**config.mk**
```make
export PLATFORM = sky130hd
export DESIGN_NAME = clipped_line_point_generator_unit
export DESIGN_NICKNAME = d
export VERILOG_FILES = /design/src/sv/clpg_pkg.sv /design/src/sv/clpg_front.sv /design/src/sv/clpg_queue.sv /design/src/sv/clpg_stepper.sv /design/src/sv/clpg_pixel.sv /design/src/sv/clipped_line_point_generator_unit.sv
export SDC_FILE = /design/constraint.sdc
export NUM_CORES = 1
export LEC_CHECK = 0
export ABC_CLOCK_PERIOD_IN_PS = 11600
export BUFFER_PORTS_ARGS = -buffer_cell sky130_fd_sc_hd__buf_4
export CORE_ASPECT_RATIO = 0.6
export CORE_UTILIZATION = 50
export CTS_CLUSTER_SIZE = 16
export DETAILED_ROUTE_END_ITERATION = 10
export GPL_ROUTABILITY_DRIVEN = 0
export GPL_TIMING_DRIVEN = 0
export PLACE_DENSITY = 0.67
export SETUP_SLACK_MARGIN = 0.02
export SLEW_MARGIN = 10
export SYNTH_ARGS = -nofsm -noshare
export SYNTH_HDL_FRONTEND = slang
export SYNTH_SLANG_ARGS = --single-unit
export TNS_END_PERCENT = 50
```
**constraint.sdc**
```tcl
create_clock -name i_clk -period 11.6 [get_ports i_clk]
set_clock_uncertainty 0.15 [all_clocks]
set_input_delay 2.32 -clock i_clk [delete_from_list [all_inputs] [get_ports i_clk]]
set_output_delay 2.32 -clock i_clk [all_outputs]
set_load 0.05 [all_outputs]
```
**src/sv/clpg_pkg.sv**
```systemverilog
// clpg_pkg: shared types and constants of the clipped line point generator.
// No dependencies; every other file takes its names from here by scope.
`timescale 1ns / 1ps

package clpg_pkg;

    localparam int unsigned COORD_BITS  = 12;
    localparam int unsigned ERR_BITS    = COORD_BITS + 1;
    localparam int unsigned COLOR_BITS  = 32;
    localparam int unsigned ADDR_BITS   = 22;
    localparam int unsigned CFG_BITS    = 12;
    localparam int unsigned QUEUE_DEPTH = 4;
    localparam int unsigned QPTR_BITS   = $clog2(QUEUE_DEPTH);

    localparam logic [CFG_BITS-1:0] WIDTH_RESET  = CFG_BITS'(640);
    localparam logic [CFG_BITS-1:0] HEIGHT_RESET = CFG_BITS'(480);

    typedef enum logic {
        CMD_BEGIN   = 1'b0,
        CMD_ADVANCE = 1'b1
    } t_command;

    typedef enum logic {
        REG_CANVAS_WIDTH  = 1'b0,
        REG_CANVAS_HEIGHT = 1'b1
    } t_reg_index;

    typedef logic signed [COORD_BITS-1:0] t_coord;
    typedef logic [COORD_BITS-1:0]        t_len;

    typedef struct packed {
        t_command              command;
        logic [COLOR_BITS-1:0] line_color;
        t_coord                start_x;
        t_coord                start_y;
        t_coord                end_x;
        t_coord                end_y;
    } t_in_item;

    typedef struct packed {
        logic                  point_valid;
        t_coord                point_x;
        t_coord                point_y;
        logic                  inside_canvas;
        logic [ADDR_BITS-1:0]  pixel_address;
        logic [COLOR_BITS-1:0] pixel_color;
        logic                  last_point;
    } t_out_item;

    // decoded command between front and stepper
    typedef struct packed {
        t_command              command;
        logic [COLOR_BITS-1:0] color;
        t_coord                sx;
        t_coord                sy;
        t_coord                ex;
        t_coord                ey;
        t_len                  major_len;
        t_len                  minor_len;
        logic                  x_is_major;
        logic                  x_step_neg;
        logic                  y_step_neg;
        logic                  single_point;
    } t_line_cmd;

    // stepped point before clipping and addressing
    typedef struct packed {
        logic                  point_valid;
        t_coord                x;
        t_coord                y;
        logic [COLOR_BITS-1:0] color;
        logic                  last;
    } t_step_point;

    typedef struct packed {
        logic [CFG_BITS-1:0] width;
        logic [CFG_BITS-1:0] height;
    } t_canvas_cfg;

endpackage

```
**src/sv/clpg_front.sv**
```systemverilog
// clpg_front: classifies an incoming command, working out distances, major axis
// and step directions of a new line. Depends on clpg_pkg.
`timescale 1ns / 1ps

module clpg_front (
    input  clpg_pkg::t_in_item  i_item,
    output clpg_pkg::t_line_cmd o_cmd
);

    logic signed [clpg_pkg::COORD_BITS:0] diff_x;
    logic signed [clpg_pkg::COORD_BITS:0] diff_y;
    clpg_pkg::t_len                       dist_x;
    clpg_pkg::t_len                       dist_y;
    logic                                 x_major;

    always_comb begin
        diff_x  = (clpg_pkg::COORD_BITS+1)'(i_item.end_x) -
                  (clpg_pkg::COORD_BITS+1)'(i_item.start_x);
        diff_y  = (clpg_pkg::COORD_BITS+1)'(i_item.end_y) -
                  (clpg_pkg::COORD_BITS+1)'(i_item.start_y);
        dist_x  = diff_x[clpg_pkg::COORD_BITS] ?
                  clpg_pkg::COORD_BITS'(-diff_x) : clpg_pkg::COORD_BITS'(diff_x);
        dist_y  = diff_y[clpg_pkg::COORD_BITS] ?
                  clpg_pkg::COORD_BITS'(-diff_y) : clpg_pkg::COORD_BITS'(diff_y);
        x_major = dist_x >= dist_y;

        o_cmd.command      = i_item.command;
        o_cmd.color        = i_item.line_color;
        o_cmd.sx           = i_item.start_x;
        o_cmd.sy           = i_item.start_y;
        o_cmd.ex           = i_item.end_x;
        o_cmd.ey           = i_item.end_y;
        o_cmd.x_is_major   = x_major;
        o_cmd.major_len    = x_major ? dist_x : dist_y;
        o_cmd.minor_len    = x_major ? dist_y : dist_x;
        o_cmd.x_step_neg   = i_item.start_x > i_item.end_x;
        o_cmd.y_step_neg   = i_item.start_y > i_item.end_y;
        o_cmd.single_point = (i_item.start_x == i_item.end_x) &&
                             (i_item.start_y == i_item.end_y);
    end

endmodule

```
**src/sv/clpg_queue.sv**
```systemverilog
// clpg_queue: short first-in first-out queue of decoded line commands
// between the front and the stepper. Depends on clpg_pkg.
`timescale 1ns / 1ps

module clpg_queue (
    input  logic                i_clk,
    input  logic                i_rst_n,
    input  logic                i_push,
    input  clpg_pkg::t_line_cmd i_cmd,
    output logic                o_full,
    input  logic                i_pop,
    output clpg_pkg::t_line_cmd o_cmd,
    output logic                o_empty
);

    clpg_pkg::t_line_cmd                r_mem [clpg_pkg::QUEUE_DEPTH];
    logic [clpg_pkg::QPTR_BITS-1:0]     r_wr_ptr;
    logic [clpg_pkg::QPTR_BITS-1:0]     r_rd_ptr;
    logic [clpg_pkg::QPTR_BITS:0]       r_count;
    logic [clpg_pkg::QPTR_BITS-1:0]     n_wr_ptr;
    logic [clpg_pkg::QPTR_BITS-1:0]     n_rd_ptr;
    logic [clpg_pkg::QPTR_BITS:0]       n_count;
    logic                               wr_en;
    logic                               rd_en;

    always_comb begin
        o_full   = r_count == (clpg_pkg::QPTR_BITS+1)'(clpg_pkg::QUEUE_DEPTH);
        o_empty  = r_count == '0;
        o_cmd    = r_mem[r_rd_ptr];
        wr_en    = i_push && !o_full;
        rd_en    = i_pop && !o_empty;
        n_wr_ptr = wr_en ? r_wr_ptr + 1'b1 : r_wr_ptr;
        n_rd_ptr = rd_en ? r_rd_ptr + 1'b1 : r_rd_ptr;
        n_count  = r_count;
        if (wr_en && !rd_en) begin
            n_count = r_count + 1'b1;
        end else if (rd_en && !wr_en) begin
            n_count = r_count - 1'b1;
        end
    end

    always_ff @(posedge i_clk) begin
        if (!i_rst_n) begin
            r_wr_ptr <= '0;
            r_rd_ptr <= '0;
            r_count  <= '0;
        end else begin
            r_wr_ptr <= n_wr_ptr;
            r_rd_ptr <= n_rd_ptr;
            r_count  <= n_count;
        end
    end

    always_ff @(posedge i_clk) begin
        if (wr_en) begin
            r_mem[r_wr_ptr] <= i_cmd;
        end
    end

endmodule

```
**src/sv/clpg_stepper.sv**
```systemverilog
// clpg_stepper: line stepping state; consumes one decoded command per cycle
// if the point register can take it; registers the point. Depends on clpg_pkg.
`timescale 1ns / 1ps

module clpg_stepper (
    input  logic                  i_clk,
    input  logic                  i_rst_n,
    input  logic                  i_q_empty,
    input  clpg_pkg::t_line_cmd   i_cmd,
    output logic                  o_q_pop,
    output logic                  o_pt_valid,
    output clpg_pkg::t_step_point o_pt,
    input  logic                  i_pt_ready
);

    logic                                 r_active;
    clpg_pkg::t_coord                     r_cur_x;
    clpg_pkg::t_coord                     r_cur_y;
    clpg_pkg::t_coord                     r_tgt_x;
    clpg_pkg::t_coord                     r_tgt_y;
    logic [clpg_pkg::ERR_BITS-1:0]        r_err;
    clpg_pkg::t_len                       r_major;
    clpg_pkg::t_len                       r_minor;
    logic                                 r_x_major;
    logic                                 r_x_neg;
    logic                                 r_y_neg;
    logic [clpg_pkg::COLOR_BITS-1:0]      r_color;
    logic                                 r_pt_valid;
    clpg_pkg::t_step_point                r_pt;

    logic                                 n_active;
    clpg_pkg::t_coord                     n_cur_x;
    clpg_pkg::t_coord                     n_cur_y;
    clpg_pkg::t_coord                     n_tgt_x;
    clpg_pkg::t_coord                     n_tgt_y;
    logic [clpg_pkg::ERR_BITS-1:0]        n_err;
    clpg_pkg::t_len                       n_major;
    clpg_pkg::t_len                       n_minor;
    logic                                 n_x_major;
    logic                                 n_x_neg;
    logic                                 n_y_neg;
    logic [clpg_pkg::COLOR_BITS-1:0]      n_color;
    logic                                 n_pt_valid;
    clpg_pkg::t_step_point                n_pt;

    logic                                 fire;
    logic [clpg_pkg::ERR_BITS-1:0]        err_sum;
    logic                                 minor_step;
    clpg_pkg::t_coord                     step_x;
    clpg_pkg::t_coord                     step_y;
    logic                                 last;

    always_comb begin
        fire       = !i_q_empty && (!r_pt_valid || i_pt_ready);
        o_q_pop    = fire;
        o_pt_valid = r_pt_valid;
        o_pt       = r_pt;

        n_active   = r_active;
        n_cur_x    = r_cur_x;
        n_cur_y    = r_cur_y;
        n_tgt_x    = r_tgt_x;
        n_tgt_y    = r_tgt_y;
        n_err      = r_err;
        n_major    = r_major;
        n_minor    = r_minor;
        n_x_major  = r_x_major;
        n_x_neg    = r_x_neg;
        n_y_neg    = r_y_neg;
        n_color    = r_color;
        n_pt       = r_pt;
        n_pt_valid = fire ? 1'b1 : (i_pt_ready ? 1'b0 : r_pt_valid);

        err_sum    = r_err + clpg_pkg::ERR_BITS'(r_minor);
        minor_step = err_sum >= clpg_pkg::ERR_BITS'(r_major);
        step_x     = r_cur_x;
        step_y     = r_cur_y;
        if (r_x_major || minor_step) begin
            step_x = r_x_neg ? r_cur_x - 1'b1 : r_cur_x + 1'b1;
        end
        if (!r_x_major || minor_step) begin
            step_y = r_y_neg ? r_cur_y - 1'b1 : r_cur_y + 1'b1;
        end
        last = r_x_major ? (step_x == r_tgt_x) : (step_y == r_tgt_y);

        if (fire) begin
            if (i_cmd.command == clpg_pkg::CMD_BEGIN) begin
                n_active        = !i_cmd.single_point;
                n_cur_x         = i_cmd.sx;
                n_cur_y         = i_cmd.sy;
                n_tgt_x         = i_cmd.ex;
                n_tgt_y         = i_cmd.ey;
                n_err           = '0;
                n_major         = i_cmd.major_len;
                n_minor         = i_cmd.minor_len;
                n_x_major       = i_cmd.x_is_major;
                n_x_neg         = i_cmd.x_step_neg;
                n_y_neg         = i_cmd.y_step_neg;
                n_color         = i_cmd.color;
                n_pt.point_valid = 1'b1;
                n_pt.x          = i_cmd.sx;
                n_pt.y          = i_cmd.sy;
                n_pt.color      = i_cmd.color;
                n_pt.last       = i_cmd.single_point;
            end else if (!r_active) begin
                n_pt            = '0;
            end else begin
                n_err           = minor_step ? err_sum - clpg_pkg::ERR_BITS'(r_major)
                                             : err_sum;
                n_cur_x         = last ? r_tgt_x : step_x;
                n_cur_y         = last ? r_tgt_y : step_y;
                n_active        = !last;
                n_pt.point_valid = 1'b1;
                n_pt.x          = last ? r_tgt_x : step_x;
                n_pt.y          = last ? r_tgt_y : step_y;
                n_pt.color      = r_color;
                n_pt.last       = last;
            end
        end
    end

    always_ff @(posedge i_clk) begin
        if (!i_rst_n) begin
            r_active   <= 1'b0;
            r_pt_valid <= 1'b0;
        end else begin
            r_active   <= n_active;
            r_pt_valid <= n_pt_valid;
        end
    end

    always_ff @(posedge i_clk) begin
        r_cur_x   <= n_cur_x;
        r_cur_y   <= n_cur_y;
        r_tgt_x   <= n_tgt_x;
        r_tgt_y   <= n_tgt_y;
        r_err     <= n_err;
        r_major   <= n_major;
        r_minor   <= n_minor;
        r_x_major <= n_x_major;
        r_x_neg   <= n_x_neg;
        r_y_neg   <= n_y_neg;
        r_color   <= n_color;
        r_pt      <= n_pt;
    end

endmodule

```
**src/sv/clpg_pixel.sv**
```systemverilog
// clpg_pixel: canvas registers, clip test and frame-buffer address of each point;
// holds the output register. Depends on clpg_pkg.
`timescale 1ns / 1ps

module clpg_pixel (
    input  logic                          i_clk,
    input  logic                          i_rst_n,
    input  logic                          i_cfg_we,
    input  clpg_pkg::t_reg_index          i_cfg_index,
    input  logic [clpg_pkg::CFG_BITS-1:0] i_cfg_data,
    input  logic                          i_pt_valid,
    input  clpg_pkg::t_step_point         i_pt,
    output logic                          o_pt_ready,
    output logic                          o_empty,
    output clpg_pkg::t_out_item           o_point,
    input  logic                          i_pop
);

    localparam int unsigned PROD_BITS = clpg_pkg::COORD_BITS + clpg_pkg::CFG_BITS;

    clpg_pkg::t_canvas_cfg             r_cfg;
    clpg_pkg::t_canvas_cfg             n_cfg;
    logic                              r_out_valid;
    logic                              n_out_valid;
    clpg_pkg::t_out_item               r_out;
    clpg_pkg::t_out_item               n_out;
    logic                              load;
    logic                              x_in;
    logic                              y_in;
    logic                              in_canvas;
    logic [PROD_BITS-1:0]              row_base;
    logic [PROD_BITS-1:0]              addr_full;

    always_comb begin
        n_cfg = r_cfg;
        if (i_cfg_we) begin
            case (i_cfg_index)
                clpg_pkg::REG_CANVAS_WIDTH:  n_cfg.width  = i_cfg_data;
                clpg_pkg::REG_CANVAS_HEIGHT: n_cfg.height = i_cfg_data;
                default:                     n_cfg        = r_cfg;
            endcase
        end
    end

    always_comb begin
        o_pt_ready  = !r_out_valid || i_pop;
        o_empty     = !r_out_valid;
        o_point     = r_out;
        load        = i_pt_valid && o_pt_ready;
        n_out_valid = load ? 1'b1 : (i_pop ? 1'b0 : r_out_valid);

        x_in      = !i_pt.x[clpg_pkg::COORD_BITS-1] &&
                    (clpg_pkg::COORD_BITS'(i_pt.x) < r_cfg.width);
        y_in      = !i_pt.y[clpg_pkg::COORD_BITS-1] &&
                    (clpg_pkg::COORD_BITS'(i_pt.y) < r_cfg.height);
        in_canvas = i_pt.point_valid && x_in && y_in;
        row_base  = PROD_BITS'(clpg_pkg::COORD_BITS'(i_pt.y)) * PROD_BITS'(r_cfg.width);
        addr_full = row_base + PROD_BITS'(clpg_pkg::COORD_BITS'(i_pt.x));

        n_out.point_valid   = i_pt.point_valid;
        n_out.point_x       = i_pt.x;
        n_out.point_y       = i_pt.y;
        n_out.inside_canvas = in_canvas;
        n_out.pixel_address = in_canvas ? addr_full[clpg_pkg::ADDR_BITS-1:0] : '0;
        n_out.pixel_color   = i_pt.color;
        n_out.last_point    = i_pt.last;
    end

    always_ff @(posedge i_clk) begin
        if (!i_rst_n) begin
            r_cfg.width  <= clpg_pkg::WIDTH_RESET;
            r_cfg.height <= clpg_pkg::HEIGHT_RESET;
            r_out_valid  <= 1'b0;
        end else begin
            r_cfg        <= n_cfg;
            r_out_valid  <= n_out_valid;
        end
    end

    always_ff @(posedge i_clk) begin
        if (load) begin
            r_out <= n_out;
        end
    end

endmodule

```
**src/sv/clipped_line_point_generator_unit.sv**
```systemverilog
// clipped_line_point_generator_unit: top level of the clipped line point generator.
// Depends on clpg_pkg, clpg_front, clpg_queue, clpg_stepper and clpg_pixel.
//
// Usage:
//   Commands enter through push/full: a transfer happens when push is high and
//   full is low. A begin command latches a line and yields its start point; each
//   advance yields the next point (an advance with no line open yields an
//   all-zero result with point_valid low). Exactly one result per command.
//   Results leave through empty/pop: the oldest result sits on o_point while
//   empty is low and is taken when pop is high.
//   A result passes the command queue, the stepper's point register and the output register.
//   Throughput: one command per cycle while pop keeps up, set by the stepper's single
//   add-compare-subtract per point; the clip/address stage runs in parallel.
//   A stalled pop fills the output register, the stepper's point register and
//   then the four-entry command queue, after which full rises; nothing is dropped.
//   Canvas width/height are written through i_cfg_* while idle; reset returns
//   them to 640 x 480 and empties every stage.
`timescale 1ns / 1ps

module clipped_line_point_generator_unit (
    input  logic                          i_clk,
    input  logic                          i_rst_n,
    input  logic                          push,
    output logic                          full,
    input  clpg_pkg::t_in_item            i_item,
    output logic                          empty,
    input  logic                          pop,
    output clpg_pkg::t_out_item           o_point,
    input  logic                          i_cfg_we,
    input  clpg_pkg::t_reg_index          i_cfg_index,
    input  logic [clpg_pkg::CFG_BITS-1:0] i_cfg_data
);

    clpg_pkg::t_line_cmd   front_cmd;
    clpg_pkg::t_line_cmd   q_cmd;
    logic                  q_empty;
    logic                  q_pop;
    logic                  pt_valid;
    logic                  pt_ready;
    clpg_pkg::t_step_point pt;

    clpg_front u_front (
        .i_item (i_item),
        .o_cmd  (front_cmd)
    );

    clpg_queue u_queue (
        .i_clk   (i_clk),
        .i_rst_n (i_rst_n),
        .i_push  (push),
        .i_cmd   (front_cmd),
        .o_full  (full),
        .i_pop   (q_pop),
        .o_cmd   (q_cmd),
        .o_empty (q_empty)
    );

    clpg_stepper u_stepper (
        .i_clk      (i_clk),
        .i_rst_n    (i_rst_n),
        .i_q_empty  (q_empty),
        .i_cmd      (q_cmd),
        .o_q_pop    (q_pop),
        .o_pt_valid (pt_valid),
        .o_pt       (pt),
        .i_pt_ready (pt_ready)
    );

    clpg_pixel u_pixel (
        .i_clk       (i_clk),
        .i_rst_n     (i_rst_n),
        .i_cfg_we    (i_cfg_we),
        .i_cfg_index (i_cfg_index),
        .i_cfg_data  (i_cfg_data),
        .i_pt_valid  (pt_valid),
        .i_pt        (pt),
        .o_pt_ready  (pt_ready),
        .o_empty     (empty),
        .o_point     (o_point),
        .i_pop       (pop)
    );

endmodule

```
# Word-level counts from Yosys, hierarchy flattened
# Memory sizes are Yosys's and may differ from the RTL's. A register that Yosys moved wholly into a read port is not among the register bits.
# Cells that the tools add are included.
word_totals:
  register_bits: 293
  mem_bits_rw: 436
  input_bits: 99
  output_inout_bits: 83
  wordCells: 127
  memories: 1
classes:
  add_sub_neg: 15
  n_mul: 1
  order_cmp: 6
  n_eq_ne: 6
  muxes: 31
  bitwise_logic: 2
  n_reduce_logical: 34
memory_table:
  columns: ["memory", "words", "width", "rd", "rd_ports_with_merged_regs", "write_ports", "line", "text"]
  rows:
  - ["u_queue.r_mem", 4, 109, 1, 1, 1, "clpg_queue.sv:16", "clpg_pkg::t_line_cmd r_mem [clpg_pkg::QUEUE_DEPTH];"]
op_table:
  columns: ["cell", "count"]
  rows:
  - ["two-way mux 12 bit", 14]
  - ["two-way mux 58 bit", 1]
  - ["two-way mux 57 bit", 1]
  - ["== test 12 bit", 4]
  - ["two-way mux 13 bit", 2]
  - ["subtractor 12 x 12 -> 13 bit", 2]
  - ["adder 12 x 1 -> 12 bit, second input constant", 2]
  - ["greater-than comparator 12 bit", 2]
  - ["< comparator 12 bit", 2]
  - ["negation 12 bit", 2]
  - ["subtractor 12 x 1 -> 12 bit, second input constant", 2]
  - ["adder 22 bit", 1]
  - ["multiplier 12 x 13 -> 22 bit", 1]
  - ["adder 13 x 12 -> 13 bit", 1]
  - ["greater-or-equal comparator 13 x 12 -> 1 bit", 1]
  - ["subtractor 13 x 12 -> 13 bit", 1]
  - ["greater-or-equal comparator 12 bit", 1]
  - ["logical AND 1 bit", 11]
  - ["logical NOT 1 bit", 11]
  - ["two-way mux 1 bit", 9]
  - ["AND reduction 2 bit", 4]
  - ["two-way mux 3 bit", 2]
  - ["nonzero test 2 bit", 3]
  - ["adder 2 x 1 -> 2 bit, second input constant", 2]
  - ["other kinds (8)", 13]

# Logic depth before layout (Yosys ltp)
# Gate-level depths: netlist of the first run.
logic_depth:
  word_depth: 9
  depth_mapped: 26
  mapped_depth_nobuf: 24

# By module
# From an unflattened synthesis of the first run, not the netlist that was laid out.
hier_totals:
  cells_unflattened: 2674
  area_unflattened_um2: 37881.3
modules_own_cells:
  columns: ["mod", "n_inst", "cells_each", "area_per_inst_um2", "seq_area_each_um2"]
  rows:
  - ["clpg_queue", 1, 617, 16150.5, 13272.7]
  - ["clpg_stepper", 1, 779, 9557.9, 5385.2]
  - ["clpg_pixel", 1, 854, 9140.0, 2932.8]
  - ["clpg_front", 1, 424, 3032.9, 0.0]

# Least setup slack after synthesis of the first run
# Ideal clock, no wire load.
synth_timing:
  path_type: "in2reg"
  from: "input i_item[0] (netlist bit)"
  to: "memory u_queue.r_mem[0][18] (netlist bit) (data pin)"
  setup_ps: 298
  t_arrival_ps: 6706
  required_ps: 11152
  path_slack_ps: 4447
  cell_stages: 25
  n_path_buf: 1
  path_cell_list: "inv_1 ha_1 inv_1 fa_1 a21o_1 a21oi_1 o21bai_1 a21oi_1 o21ai_0 a21o_1 a21oi_1 nor2_1 mux2i_1 ha_1 a21o_1 a21o_1 a21o_1 a21o_1 a21o_1 a211oi_1 o21bai_1 a21oi_1 o21ai_1 clkbuf_1 mux2i_1"
synth_lines:
  columns: ["item", "line", "text"]
  rows:
  - ["start: declaration", "clipped_line_point_generator_unit.sv:25", "input clpg_pkg::t_in_item i_item,"]
  - ["end: declaration", "clpg_queue.sv:16", null]

==> impl_results.md, run 1 <==
* Status: finished, violations left
* Failing checks: max-capacitance violations, max-slew violations
* Core ar. at 72,500 sq um
* Ys async rst share at 0
* Sum Neg Setup Slack at 0 ns
* Clock latency on the worst-skew pair at 0.65 ns
* Hold buffers post-CTS at 0
* Mapped Area at 36,900 sq um
* Final worst path period share at 0.728
* #FFs+latches synth at 731
* Final Hold Fails at 0
* DRT antenna net count at 0
* Vias in the first global route at 22,500
* First-pass GRT wire length at 134,000 um
* Num rows at 76
* Post-CTS Setup Bufs at 0
* WP data required at 11.77 ns
* Ys Warns at 0
* Reg2Reg Setup Slack at 4.40 ns
* Top cells by count, synth: edfxtp_1, inv_1, nand2_1, ha_1, fa_1
* Mapped Nets at 3,038
* Num CTS Buffers at 69
* Reg clk slew, reported paths at 0.06 ns
* DIE AREA at 75,000 sq um
* IO Pins at 182
* Critical path type: in2reg
* Drt drc at 0
* Initial DRC count at 2,363
* PortBufs at 181
* Max-cap violations at 1
* Avg Vias per Cell at 5.64
* Num Clock Sinks at 731
* RSZ-0062 raised after global routing: false
* Height of the die at 213 um
* Top_reg_cell synth: edfxtp_1
* Initial Util at 0.510
* Area growth syn-to-layout at 14.1%
* Vias post-DR at 22,100
* DRT Pass-1 Iters at 7
* Worst-path fanout max at 10
* Synth Instances at 2,631
* Worst setup EP type: flip-flop
* Final Setup Violations at 0
* Worst setup SP type: primary input
* Final WL at 89,000 um
* Leading area contributor after synthesis: edfxtp_1
* Min Tclk post-route at 8.44 ns
* Post-synthesis sequential area ratio at 0.584
* Die Width at 353 um
* Gr ovfl total at 0
* Antenna violations before repair at 10
* WL/cell at 22.7 um
* Yosys cell types at 77
* Ratio of cells with drive above 1 in the final layout at 0.148
* Worst-margin pin slew at 1.49 ns
* PostCTS Resize Cnt at 0
* Slew Viols, Final at 1
* Clk buf depth at 3
* Fmax at 0.118 GHz
* Most frequent cell after synthesis: edfxtp_1
* H-tree Lvls at 3
* Worst Hold Class: reg2reg
* Gr usage total at 0.241
* Worst Path Arrival at 8.61 ns
* CTS tree: yes
* DP HPWL at 65,000 um
* Post-Syn Area per Cell at 14.0 sq um
* Slew margin rel. at -0.0173
* Layout Nets at 3,305
* Synth area leaders: edfxtp_1, fa_1, mux4_2
* Root Buffer: clkbuf_16
* Largest net degree at the start of global routing at 62
* Post-synth EDFFs at 695
* Top cell type's share of synthesized area at 0.565
[cells by family after synthesis]
| kind of cell | after synthesis | synth area share |
|---|---|---|
| adders and majority gates | 308 | 0.130 |
| xor gates and xnor gates | 117 | 0.0285 |
| muxes | 177 | 0.0851 |
| and+or+nand+nor | 609 | 0.0771 |
| DFF | 731 | 0.584 |
| AOI/OAI and AO/OA | 325 | 0.0573 |
| buffers and inverters | 364 | 0.0375 |
[placed cells by master (no fill, tap or decap), drive strengths merged, types with 73 or more instances in the layout]
| cell type | n |
|---|---|
| a21oi | 73 |
| buf | 213 |
| clkbuf | 158 |
| edfxtp | 695 |
| fa | 127 |
| ha | 181 |
| inv | 277 |
| mux4 | 108 |
| nand2 | 272 |
| nor2 | 109 |
| o21ai | 99 |
| xnor2 | 77 |
[final cells by class]
type | count | area, sq um
diodes | 2 | 5.00
plain buffers | 90 | 355
clock buffers | 85 | 1790
clock inverters | 36 | 414
fillers | 5730 | 30300
inverters | 274 | 1030
multi-input cells | 1536 | 14000
flip-flops and latches | 731 | 21600
well taps | 975 | 1220
repair buffers | 196 | 1740
[metrics by stage]
step           instance area, sq um  hold slack (ns)  worst slack, ns  instances  utilization
2_1_floorplan                 36900            0.250             4.45       2631            -
3_3_place_gp                  39500            0.258             1.78       3787        0.545
3_5_place_dp                  39900            0.256             2.74       3802        0.551
4_1_cts                       42100            0.271             3.32       3923        0.581
5_1_grt                       42100            0.279             2.72       3925        0.582
6_report                      42100            0.270             3.16       3925        0.582
[sequential cells by signal (all words and copies together) (netlist names), 3 cells and up, named ones only]
signal and flops:
u_stepper.r_cur_x 12, u_queue.r_mem 436, u_pixel.r_cfg 24, u_stepper.r_err 13, u_pixel.o_point 81, u_stepper.o_pt 58
u_stepper.r_major 12, u_stepper.r_tgt_y 12, u_stepper.r_tgt_x 12, u_stepper.r_color 32, u_queue.r_count 3, u_stepper.r_minor 12
u_stepper.r_cur_y 12
[per-layer routing]
layer / global-route usage / up-vias / wire length (um)
li1: - / 10000 / -
met1: 0.352 / 11000 / 40000
met2: 0.355 / 935 / 38400
met3: 0.0687 / 141 / 8410
met4: 0.0636 / 12 / 2020
met5: 0 / - / 77
[worst paths after layout]
path | from | endpoint | cells past startpoint
max | i_item[12] | u_queue.r_mem[1][8] | 27
min | u_stepper.o_pt[13] | u_pixel.o_point[13] | 0
max reg2reg | u_stepper.o_pt[33] | u_pixel.o_point[53] | 24
min reg2reg | u_stepper.o_pt[13] | u_pixel.o_point[13] | 0
[critical path, cell delays in order]
cell      delay [ns]
buf_4           0.13
inv_1           0.05
ha_1            0.20
inv_1           0.07
fa_1            0.24
a21o_1          0.16
a21oi_1         0.10
o21bai_1        0.15
a21oi_1         0.12
o21ai_0         0.41
nand2_1         0.12
a31oi_1         0.44
clkbuf_1        0.41
mux2i_1         0.46
inv_1           0.09
ha_1            0.29
a21o_1          0.11
a21o_1          0.12
a21o_1          0.11
a21o_1          0.12
a21o_1          0.12
a211oi_1        0.07
o21bai_1        0.13
a21oi_1         0.08
o21ai_1         0.57
clkbuf_1        0.66
mux2i_1         0.74
Power of run 1 is left out: the tool's default activity adds up to more than one toggle a clock period on the data nets, which glitch-free logic cannot reach.
==> inputs of run 2 (changes only) <==
--- a/config.mk
+++ b/config.mk
@@ -5,7 +5,7 @@
 export SDC_FILE = /design/constraint.sdc
 export NUM_CORES = 1
 export LEC_CHECK = 0
-export ABC_CLOCK_PERIOD_IN_PS = 11600
+export ABC_CLOCK_PERIOD_IN_PS = 7300
 export BUFFER_PORTS_ARGS = -buffer_cell sky130_fd_sc_hd__buf_4
 export CORE_ASPECT_RATIO = 0.6
 export CORE_UTILIZATION = 50
@@ -13,7 +13,7 @@
 export DETAILED_ROUTE_END_ITERATION = 10
 export GPL_ROUTABILITY_DRIVEN = 0
 export GPL_TIMING_DRIVEN = 0
-export PLACE_DENSITY = 0.67
+export PLACE_DENSITY = 0.7
 export SETUP_SLACK_MARGIN = 0.02
 export SLEW_MARGIN = 10
 export SYNTH_ARGS = -nofsm -noshare
==> constraint.sdc (replaced) <==
create_clock -name i_clk -period 7.3 [get_ports i_clk]
set_clock_uncertainty 0.15 [all_clocks]
set_input_delay 1.46 -clock i_clk [delete_from_list [all_inputs] [get_ports i_clk]]
set_output_delay 1.46 -clock i_clk [all_outputs]
set_load 0.05 [all_outputs]
==> impl_results.md, run 2 (synthesis gave the netlist of run 1 again) <==
* Status: completed
* Max-cap violations at 0 (-1)
* DRT Pass-1 Iters at 5 (-2)
* Final WL at 90,900 um (+2.2%)
* Initial DRC count at 2,322 (-1.7%)
* Ratio of cells with drive above 1 in the final layout at 0.160 (+0.0113)
* Clk buf depth at 3 (unchanged)
* Num CTS Buffers at 70 (+1.4%)
* Fill count at 5,609 (-2.1%)
* Most flops, register: u_queue.r_mem
* FF-to-FF path depth at 24 (unchanged)
* Min Tclk post-route at 7.05 ns
* DP HPWL at 66,800 um (+2.7%)
* DRT antenna net count at 0 (unchanged)
* Antenna violations before repair at 8 (-2)
* Slew margin rel. at 0.276 (+0.293)
* Reg clk slew, reported paths at 0.07 ns (about the same)
* First-pass GRT wire length at 137,000 um (+2.3%)
* PortBufs at 181 (unchanged)
* Vias in the first global route at 22,800 (+1.3%)
* Initial Util at 0.510 (unchanged)
* Crit Reg-Reg Startpoint: u_stepper.o_pt[33]
* Worst setup SP type: primary input
* Worst-margin pin slew at 1.09 ns (-0.401 ns)
* Num rows at 76 (unchanged)
* Largest net degree at the start of global routing at 49 (-21%)
* Critical path type: in2reg
* Avg Vias per Cell at 5.71 (+1.3%)
* Vias post-DR at 22,500 (+1.5%)
* Layout Nets at 3,309 (+0.12%)
* Final Hold Fails at 0 (unchanged)
* Slew Viols, Final at 0 (-1)
* Critical path's slowest cell: mux2i_2
* Hold_ws at 0.272 ns (+0.00220 ns)
* CTS tree: yes
* Commonest non-fill, non-tap cell in the layout: edfxtp_1
* Num Clock Sinks at 731 (unchanged)
* Hold wc startpoint: u_stepper.o_pt[8]
* DIE AREA at 75,000 sq um (unchanged)
* Sum Neg Setup Slack at 0 ns (unchanged)
* Gr usage total at 0.247 (+0.00524)
* H-tree Lvls at 3 (unchanged)
* Core ar. at 72,500 sq um (unchanged)
* IO Pins at 182 (unchanged)
* Gr ovfl total at 0 (unchanged)
* Final Setup Violations at 0 (unchanged)
* Drt drc at 0 (unchanged)
* Worst Hold Class: reg2reg
* Root Buffer: clkbuf_16
* Worst Path Arrival at 7.27 ns (-1.34 ns)
* Fmax at 0.142 GHz
* RSZ-0062 raised after global routing: true
* Reg2Reg Setup Slack at 0.44 ns (-3.96 ns)
* Reg2reg end: u_pixel.o_point[53]
* Die Width at 353 um (unchanged)
* Max FFs per register at 436 (unchanged)
* CP peak stage delay at 0.52 ns (-0.22 ns)
* Final worst path period share at 0.966
* Most frequent cells in the layout: edfxtp_1, inv_1, nand2_1, buf_4, ha_1
* Clock latency on the worst-skew pair at 0.66 ns (about the same)
* Worst-path fanout max at 10 (unchanged)
* Critical path's most frequent cell: a21o_1
* Hold buffers post-CTS at 0 (unchanged)
* Area growth syn-to-layout at 15.0%
* Hold Path End: u_pixel.o_point[8]
* Height of the die at 213 um (unchanged)
* WL/cell at 23.1 um (+2.0%)
* Utilization after layout at 0.586 (+0.00494)
* Worst setup EP type: flip-flop
* Hold path depth at 0 (unchanged)
* WP data required at 7.52 ns (-4.25 ns)
-- run 2: changes by cell type in the layout (fill, tap and decap cells not counted), sizes merged --
cell / before / now
clkbuf: 158 / 148
bufinv: 5 / 13
inv: 277 / 283
buf: 213 / 216
clkinvlp: 1 / 3
clkinv: 27 / 28
-- run 2: timing repair --
| action | in CTS | in global routing |
|---|---|---|
| endpoints found under the setup margin | 9 | 38 |
| pin swaps | 0 | 0 |
| endpoints found under the hold margin | 0 | 0 |
| resized for setup | 3 | 9 |
| buffers inserted | 0 | 0 |
-- run 2: worst max-delay path by stage --
stage                     from                     to  slack, ns  cells past startpoint
floorplan            i_item[0]   u_queue.r_mem[0][18]       1.01                     25
detailed placement  i_item[12]   u_queue.r_mem[0][23]      -0.67                     27
CTS                 i_item[12]   u_queue.r_mem[1][11]       0.20                     27
global route        i_item[12]   u_queue.r_mem[0][10]       0.02                     27
global placement     flip-flop  u_stepper.r_color[27]      -2.06                      7
finish              i_item[36]   u_queue.r_mem[0][10]       0.25                     26
-- run 2: area by class of cell --
cell class / instances / area, sq um / share of cell area
sequential: 731 / 21600 / 0.508
multi-input combinational: 1536 / 14000 / 0.331
clock buffer: 75 / 1780 / 0.0419
timing repair buffer: 199 / 1760 / 0.0413
tap: 975 / 1220 / 0.0287
inverter: 274 / 1030 / 0.0243
clock inverter: 53 / 706 / 0.0166
buffer: 90 / 358 / 0.00842
antenna: 2 / 5.00 / 0.000118
-- run 2: per-stage QoR --
stage | instance area (sq um) | worst slack, ns | instances
finish | 42500 | 0.251 | 3935
global route | 42500 | 0.0203 | 3934
CTS | 42400 | 0.200 | 3933
detailed placement | 39900 | -0.668 | 3805
global placement | 39500 | -2.06 | 3787
floorplan | 36900 | 1.01 | 2631
-- run 2: worst max-delay path: cells and delay by family --
family                     cells  cell delay, ns
AOI/OAI and AO/OA             15            2.91
and+or+nand+nor                1            0.13
muxes                          2            0.91
adders and majority gates      3            0.74
buffers and inverters          5            1.10
-- run 2: layer usage --
metal	vias to the layer above	part of all wire	global-route usage
met5	-	0.00067	0
met4	10	0.021	0.0640
met3	143	0.10	0.0604
met2	951	0.43	0.363
met1	11300	0.45	0.366
li1	10000	-	-
Power of run 2 is left out for the same reason.
